$ cat config.mk
export PLATFORM = sky130hd
export DESIGN_NAME = animation_channel_rle_decoder
export DESIGN_NICKNAME = d
export VERILOG_FILES = /design/src/rtl/acrle_pkg.sv /design/src/rtl/acrle_parser.sv /design/src/rtl/acrle_out_reg.sv /design/src/rtl/animation_channel_rle_decoder.sv
export SDC_FILE = /design/constraint.sdc
export NUM_CORES = 1
export LEC_CHECK = 0
export BUFFER_PORTS_ARGS = -buffer_cell sky130_fd_sc_hd__buf_2
export CAP_MARGIN = 20
export CORE_MARGIN = 3
export CORE_UTILIZATION = 56
export CTS_BUF_LIST = sky130_fd_sc_hd__clkbuf_4
export DETAILED_ROUTE_END_ITERATION = 10
export PLACE_DENSITY = 0.81
export SLEW_MARGIN = 20
export SYNTH_ARGS = -nofsm -noshare
export SYNTH_HDL_FRONTEND = slang
export SYNTH_SLANG_ARGS = --single-unit
$ cat constraint.sdc
create_clock -name clk -period 5.1 [get_ports clk]
set_clock_uncertainty 0.05 [all_clocks]
set_input_delay 0.51 -clock clk [delete_from_list [all_inputs] [get_ports clk]]
set_output_delay 0.51 -clock clk [all_outputs]
set_load 0.02 [all_outputs]
$ cat src/rtl/acrle_pkg.sv
// types and constants of the animation channel run-length decoder
package acrle_pkg;

	localparam int NUM_CHANNELS_DEF = 7;

	localparam int BYTE_W   = 8;
	localparam int CH_W     = 3;
	localparam int FRAME_W  = 16;
	localparam int LEN_W    = 7;
	localparam int SAMPLE_W = 16;
	localparam int OUT_DATA_W = 48;

	// run header layout
	localparam logic [BYTE_W-1:0] HDR_REPEAT_MASK = 8'h80;
	localparam logic [BYTE_W-1:0] HDR_COUNT_MASK  = 8'h7f;

	// parser phases, one-hot
	typedef enum logic [7:0] {
		PH_SIZE_LO = 8'b0000_0001,
		PH_SIZE_HI = 8'b0000_0010,
		PH_BUD_LO  = 8'b0000_0100,
		PH_BUD_HI  = 8'b0000_1000,
		PH_HEAD    = 8'b0001_0000,
		PH_STEP    = 8'b0010_0000,
		PH_VAL_LO  = 8'b0100_0000,
		PH_VAL_HI  = 8'b1000_0000
	} phase_t;

	// one decoded result
	typedef struct packed {
		logic [CH_W-1:0]            channel;
		logic [FRAME_W-1:0]         start_frame;
		logic [LEN_W-1:0]           run_length;
		logic signed [SAMPLE_W-1:0] sample_value;
		logic                       bone_done;
		logic                       frame_overflow;
	} result_t;

	// parser status toward the pipeline control
	typedef struct packed {
		logic    valid;
		result_t res;
	} parse_out_t;

endpackage

$ cat src/rtl/acrle_parser.sv
// byte parser: running record state and the result of the current byte
module acrle_parser #(
	parameter int NUM_CHANNELS = acrle_pkg::NUM_CHANNELS_DEF
) (
	input  logic                              clk,
	input  logic                              arst_n,
	input  logic                              step,
	input  logic [acrle_pkg::BYTE_W-1:0]      byte_in,
	input  logic [acrle_pkg::FRAME_W-1:0]     frame_count,
	output acrle_pkg::parse_out_t             pout
);

	localparam int CMP_W = acrle_pkg::CH_W + 1;
	localparam logic [CMP_W-1:0] LAST_CMP = CMP_W'(NUM_CHANNELS);

	acrle_pkg::phase_t                  phase_q, phase_d;
	logic [acrle_pkg::CH_W-1:0]         ch_q, ch_d;
	logic [acrle_pkg::FRAME_W-1:0]      frame_q, frame_d;
	logic [acrle_pkg::FRAME_W-1:0]      bud_q, bud_d;
	logic [acrle_pkg::LEN_W-1:0]        rr_q, rr_d;
	logic                               rep_q, rep_d;
	logic [acrle_pkg::BYTE_W-1:0]       hold_q, hold_d;

	logic                               is_last;
	logic                               fin;
	logic                               adv;
	logic [acrle_pkg::FRAME_W-1:0]      new_bud;
	logic [acrle_pkg::LEN_W-1:0]        rr_dec;
	logic [acrle_pkg::FRAME_W:0]        adv_sum;
	logic [acrle_pkg::FRAME_W:0]        end_sum;
	logic [acrle_pkg::SAMPLE_W-1:0]     word;

	assign is_last = ({1'b0, ch_q} + CMP_W'(1)) >= LAST_CMP;
	assign word    = {byte_in, hold_q};
	assign rr_dec  = rr_q - acrle_pkg::LEN_W'(1);
	assign new_bud = (acrle_pkg::FRAME_W'(byte_in) >= bud_q) ? '0
		: bud_q - acrle_pkg::FRAME_W'(byte_in);

	// next state and result of the byte in the input stage
	always_comb begin
		phase_d = phase_q;
		ch_d    = ch_q;
		frame_d = frame_q;
		bud_d   = bud_q;
		rr_d    = rr_q;
		rep_d   = rep_q;
		hold_d  = hold_q;
		fin     = 1'b0;
		adv     = 1'b0;
		pout.valid              = 1'b0;
		pout.res.channel        = ch_q;
		pout.res.start_frame    = frame_q;
		pout.res.run_length     = '0;
		pout.res.sample_value   = '0;
		pout.res.bone_done      = 1'b0;
		pout.res.frame_overflow = 1'b0;
		case (phase_q)
			acrle_pkg::PH_SIZE_LO: begin
				ch_d    = '0;
				phase_d = acrle_pkg::PH_SIZE_HI;
			end
			acrle_pkg::PH_SIZE_HI: begin
				phase_d = acrle_pkg::PH_BUD_LO;
			end
			acrle_pkg::PH_BUD_LO: begin
				hold_d  = byte_in;
				phase_d = acrle_pkg::PH_BUD_HI;
			end
			acrle_pkg::PH_BUD_HI: begin
				bud_d   = word;
				frame_d = '0;
				pout.res.start_frame = '0;
				if (word == '0) begin
					// empty channel marker
					pout.valid         = 1'b1;
					pout.res.bone_done = is_last;
					fin                = 1'b1;
				end else begin
					phase_d = acrle_pkg::PH_HEAD;
				end
			end
			acrle_pkg::PH_HEAD: begin
				rep_d   = |(byte_in & acrle_pkg::HDR_REPEAT_MASK);
				rr_d    = acrle_pkg::LEN_W'(byte_in & acrle_pkg::HDR_COUNT_MASK);
				phase_d = acrle_pkg::PH_STEP;
			end
			acrle_pkg::PH_STEP: begin
				bud_d = new_bud;
				if (!rep_q && rr_q == '0) begin
					// empty literal run: marker only if it closes the channel
					if (new_bud == '0) begin
						pout.valid         = 1'b1;
						pout.res.bone_done = is_last;
					end
					fin = 1'b1;
				end else begin
					phase_d = acrle_pkg::PH_VAL_LO;
				end
			end
			acrle_pkg::PH_VAL_LO: begin
				hold_d  = byte_in;
				phase_d = acrle_pkg::PH_VAL_HI;
			end
			acrle_pkg::PH_VAL_HI: begin
				pout.valid            = 1'b1;
				pout.res.sample_value = word;
				adv                   = 1'b1;
				if (rep_q) begin
					pout.res.run_length = rr_q;
					pout.res.bone_done  = (bud_q == '0) && is_last;
					rr_d                = '0;
					fin                 = 1'b1;
				end else begin
					pout.res.run_length = acrle_pkg::LEN_W'(1);
					rr_d                = rr_dec;
					if (rr_dec == '0) begin
						pout.res.bone_done = (bud_q == '0) && is_last;
						fin                = 1'b1;
					end else begin
						phase_d = acrle_pkg::PH_VAL_LO;
					end
				end
			end
			default: begin
				phase_d = acrle_pkg::PH_SIZE_LO;
			end
		endcase

		// overflow of the covered frame range
		end_sum = {1'b0, pout.res.start_frame}
			+ (acrle_pkg::FRAME_W + 1)'(pout.res.run_length);
		pout.res.frame_overflow = end_sum > {1'b0, frame_count};

		// saturating frame advance
		adv_sum = {1'b0, frame_q} + (acrle_pkg::FRAME_W + 1)'(pout.res.run_length);
		if (adv) begin
			frame_d = adv_sum[acrle_pkg::FRAME_W] ? '1
				: adv_sum[acrle_pkg::FRAME_W-1:0];
		end

		// end of run: next run, next channel or next record
		if (fin) begin
			if (bud_d != '0) begin
				phase_d = acrle_pkg::PH_HEAD;
			end else if (is_last) begin
				ch_d    = '0;
				phase_d = acrle_pkg::PH_SIZE_LO;
			end else begin
				ch_d    = ch_q + acrle_pkg::CH_W'(1);
				phase_d = acrle_pkg::PH_BUD_LO;
			end
		end
	end

	// parser state
	always_ff @(posedge clk or negedge arst_n) begin
		if (!arst_n) begin
			phase_q <= acrle_pkg::PH_SIZE_LO;
			ch_q    <= '0;
			frame_q <= '0;
			bud_q   <= '0;
			rr_q    <= '0;
			rep_q   <= 1'b0;
			hold_q  <= '0;
		end else if (step) begin
			phase_q <= phase_d;
			ch_q    <= ch_d;
			frame_q <= frame_d;
			bud_q   <= bud_d;
			rr_q    <= rr_d;
			rep_q   <= rep_d;
			hold_q  <= hold_d;
		end
	end

endmodule

$ cat src/rtl/acrle_out_reg.sv
// result register in front of the output stream
module acrle_out_reg (
	input  logic                clk,
	input  logic                arst_n,
	input  logic                load,
	input  acrle_pkg::result_t  res,
	input  logic                take,
	output logic                free,
	output logic                valid,
	output acrle_pkg::result_t  res_q
);

	logic valid_q;

	assign valid = valid_q;
	assign free  = !valid_q || take;

	// valid flag
	always_ff @(posedge clk or negedge arst_n) begin
		if (!arst_n) begin
			valid_q <= 1'b0;
		end else if (load) begin
			valid_q <= 1'b1;
		end else if (take) begin
			valid_q <= 1'b0;
		end
	end

	// payload
	always_ff @(posedge clk) begin
		if (load) begin
			res_q <= res;
		end
	end

endmodule

$ cat src/rtl/animation_channel_rle_decoder.sv
// top level of the animation channel run-length decoder
// Decodes a bone animation record one byte per beat: size word, then per channel a
// 16-bit budget and runs of header, step and 16-bit values. Each repeat run and each
// literal value gives one result beat; an empty channel gives a marker with length 0.
// A byte is taken every cycle while s_tready is high; a byte is registered in the input
// register and its result, if any, is loaded into the output register when the input
// stage advances. s_tready drops only while a result waits in the output register and the
// byte in the input register would produce another one. The user must write frame_count
// on the cfg channel only between records; the block itself does not enforce it.
module animation_channel_rle_decoder #(
	parameter int NUM_CHANNELS = acrle_pkg::NUM_CHANNELS_DEF
) (
	input  logic        clk,
	input  logic        arst_n,
	// configuration: frame_count
	input  logic        cfg_valid,
	output logic        cfg_ready,
	input  logic [15:0] cfg_data,
	// byte stream
	input  logic        s_tvalid,
	output logic        s_tready,
	input  logic [7:0]  s_tdata,   // data_byte[7:0]
	// result stream
	output logic        m_tvalid,
	input  logic        m_tready,
	output logic [47:0] m_tdata,   // channel[2:0], start_frame[18:3],
	                               // run_length[25:19], sample_value[41:26], zero pad
	output logic        m_tlast,   // bone_done
	output logic        m_tuser    // frame_overflow
);

	logic [acrle_pkg::FRAME_W-1:0] frame_count_q;
	logic [acrle_pkg::BYTE_W-1:0]  byte_s1;
	logic                          valid_s1;
	logic                          advance;
	logic                          out_free;
	acrle_pkg::parse_out_t         pout;
	acrle_pkg::result_t            res_q;

	assign cfg_ready = 1'b1;

	// frame count register
	always_ff @(posedge clk or negedge arst_n) begin
		if (!arst_n) begin
			frame_count_q <= '0;
		end else if (cfg_valid) begin
			frame_count_q <= cfg_data;
		end
	end

	// input stage moves on unless its result finds the output register full
	assign advance  = valid_s1 && (!pout.valid || out_free);
	assign s_tready = !valid_s1 || advance;

	always_ff @(posedge clk or negedge arst_n) begin
		if (!arst_n) begin
			valid_s1 <= 1'b0;
		end else if (s_tvalid && s_tready) begin
			valid_s1 <= 1'b1;
		end else if (advance) begin
			valid_s1 <= 1'b0;
		end
	end

	always_ff @(posedge clk) begin
		if (s_tvalid && s_tready) begin
			byte_s1 <= s_tdata;
		end
	end

	acrle_parser #(
		.NUM_CHANNELS(NUM_CHANNELS)
	) u_parser (
		.clk         (clk),
		.arst_n      (arst_n),
		.step        (advance),
		.byte_in     (byte_s1),
		.frame_count (frame_count_q),
		.pout        (pout)
	);

	acrle_out_reg u_out (
		.clk    (clk),
		.arst_n (arst_n),
		.load   (advance && pout.valid),
		.res    (pout.res),
		.take   (m_tready),
		.free   (out_free),
		.valid  (m_tvalid),
		.res_q  (res_q)
	);

	// output beat packing
	assign m_tdata = {6'd0, res_q.sample_value, res_q.run_length,
		res_q.start_frame, res_q.channel};
	assign m_tlast = res_q.bone_done;
	assign m_tuser = res_q.frame_overflow;

endmodule

==> metrics.txt <==
status=completed; clk buf depth=2; Final Setup Violations=0; clk sinks=about 130; yosys warns=0; class of the worst hold path=in2reg; Iter 0 DRT Violations=roughly 520; PortBufs=74; DR WL met2=about 9000 um; Slew Limit Headroom=roughly two fifths; via count=6384; postcts setup bufs=0; Boundary Pins=approximately 80; LEAKAGE=~0.0036 uW; clock-pin transition on the worst setup and hold timing paths=~0.12 ns; DR vias/cell=6.03; Post-Route WL=19100 um; pre-CTS setup slack=0.503 ns; FMAX=~210 MHz; GP Congestion=0.964; Seq. cell area=around 3500 um^2; Switching Fraction=a little over a third; Root Driver=clkbuf_4; WP data arrival=4.18 ns; Tmin final=roughly 4.7 ns; ys async rst share=approximately three fifths; H-tree Lvls=4; largest net degree at the start of global routing=71; final hold viol count=0; Placed Instances=approximately 1000; gr usage total=between 20% and 30%; RSZ-0062 raised after global routing=false; commonest non-fill, non-tap cell in the layout=dfrtp_1; FP Rows=42; P&R area growth vs syn=11.4%; post-DP HPWL=approximately 14000 um; Post-synth EDFFs=52; Antenna Nets Post-Route=0; Top Layer Used=met4; Tot Pwr=just under 3000 uW; Cells after Synth=slightly below 800; Final #Nets=about 940; Switch Pwr=approximately 1100 uW; Mapped Avg Cell Area=slightly below 10 um^2; internal power=about 1900 uW; remaining global-route overflow=0; cell area after synthesis=between 7000 and 8000 um^2; diodes inserted=0; drt wl/cell=between 15 and 20 um; Final WS setup=0.362 ns; Die H=123 um; Tcrit/Tclk final=92.9%; total die area=around 15000 um^2; Max-Cap Viols=0; first-pass GRT wire length=slightly above 30000 um; core footprint=~13000 um^2; Power per Cell Area=343 nW/um^2; share of cells above drive strength 1=17.8%; Worst Path Required=between 4 and 5 ns; vias in the first global route=6269; logic gate share of total power=~30%; Clock Power Share=approximately a quarter; starting density of the core=a little under 60%; sequential power share=between 40% and 50%; filler cell count=1128; CP startpoint kind=register; post-synthesis sequential area ratio=a little under half; TritonCTS clock tree=done; critical-path maximum fanout=5; post-route insts no fill=about 1100; met1 WL=between 8000 and 9000 um; Crit. End Element=output pin; met3 wire len=1430 um; area of the multi-input gates=around 4000 um^2; pins over their slew limit=0; Total Negative Setup Slacks=0 ns; Die X=~120 um; worst skew pair latency=between 0.5 and 0.6 ns; initial antenna violation count=0; synth unique cells=76; Peak VDD IR=approximately 240 uV; dominant synthesized flop cell=dfrtp_1; Detailed Routing Iterations Pass 1=7; critical path type=reg2out; CTS buffer count=17; worst-margin pin slew=0.916 ns; drt drc=0; most frequent cells in the layout=dfrtp_1, buf_2, nor2_1; Yosys reg bits=roughly 130
-- kinds of logic after synthesis --
family	after synthesis	share of synthesized area, %
AOI/OAI and AO/OA	219	19.0
muxes	18	2.59
DFF	129	45.1
other	2	0.0972
adders and majority gates	45	7.58
and+or+nand+nor	261	17.6
xor gates and xnor gates	26	2.95
buffers and inverters	89	5.02
-- metal layers --
metal	vias up	GRT usage (%)
li1	3046	-
met1	2993	34.2
met2	292	42.9
met3	53	6.68
met4	0	10.7
met5	-	0
-- state kept, by name, summed over array words and instances, names as in the netlist --
register,count
u_parser.ch_q,3
u_parser.rep_q,1
u_out.valid,1
u_parser.frame_q,16
valid_s1,1
u_parser.hold_q,8
u_out.res_q,44
u_parser.rr_q,7
byte_s1,8
u_parser.phase_q,8
u_parser.bud_q,16
frame_count_q,16
-- worst max-delay path: stages (launching register included) --
cell,delay [ns]
edfxtp_1,0.50
inv_1,0.20
ha_1,0.41
nand3_1,0.14
o21bai_1,0.26
a21boi_0,0.52
nor2_1,0.19
a21oi_1,0.22
a41oi_2,0.21
o21a_1,0.27
or3b_2,0.52
buf_2,0.18
-- through the flow --
step / util [%] / area, um^2 / hold slack [ns]
after detailed placement: 62.2 / 8300 / 0.284
after global routing: 64.5 / 8610 / 0.0248
after CTS: 64.5 / 8610 / 0.0380
after global placement: 62.2 / 8300 / 0.283
after floorplan: - / 7750 / 0.164
final: 64.5 / 8610 / 0.0722
-- synth_stat cells, types with 21 or more instances --
library cell / count / area (um^2)
o21ai_0: 46 / 230
nand3_1: 21 / 105
and2_1: 26 / 163
xnor2_1: 21 / 184
a21oi_1: 44 / 220
nand2_1: 53 / 199
inv_1: 54 / 203
nor2_1: 60 / 225
ha_1: 42 / 526
edfxtp_1: 52 / 1560
dfrtp_1: 76 / 1900
-- worst paths after layout --
check                      slack, ns  depth (start not counted)                             start                                to
max                             0.36                         11              byte_s1[4]$_DFFE_PP_                          s_tready
min                             0.07                          1                        s_tdata[6]              byte_s1[6]$_DFFE_PP_
max reg2reg                     0.44                         18   u_parser.phase_q[5]$_DFFE_PN0P_          u_out.res_q[0]$_DFFE_PP_
min reg2reg                     0.46                          1  u_parser.frame_q[14]$_DFFE_PN0P_  u_parser.frame_q[14]$_DFFE_PN0P_
max in group asynchronous       3.64                          3                            arst_n   u_parser.phase_q[3]$_DFFE_PN0P_
min in group asynchronous       0.25                          2                            arst_n      frame_count_q[0]$_DFFE_PN0P_
-- power groups by stage --
| stage | registers, uW | logic (uW) | clock network [uW] |
|---|---|---|---|
| after floorplan | 1300 | 675 | 0 |
| after global placement | 1360 | 837 | 0 |
| after detailed placement | 1360 | 855 | 0 |
| after CTS | 1340 | 860 | 754 |
| after global routing | 1370 | 967 | 807 |
| final | 1350 | 868 | 738 |
-- timing repair --
item / 4_1_cts / 5_1_grt
hold buffers: 1 / 0
endpoints found under the hold margin: 7 / 0
gates resized for setup: 0 / 2
endpoints found under the setup margin: 0 / 1
-- layout make-up --
type / count / area share [%]
Clock inverter: 14 / 1.93
Sequential cell: 129 / 40.5
Tap cell: 176 / 2.56
Clock buffer: 18 / 1.57
Multi-Input combinational cell: 576 / 45.2
Inverter: 54 / 2.35
Timing Repair Buffer: 91 / 5.88
(Power assumes the default switching activity.)
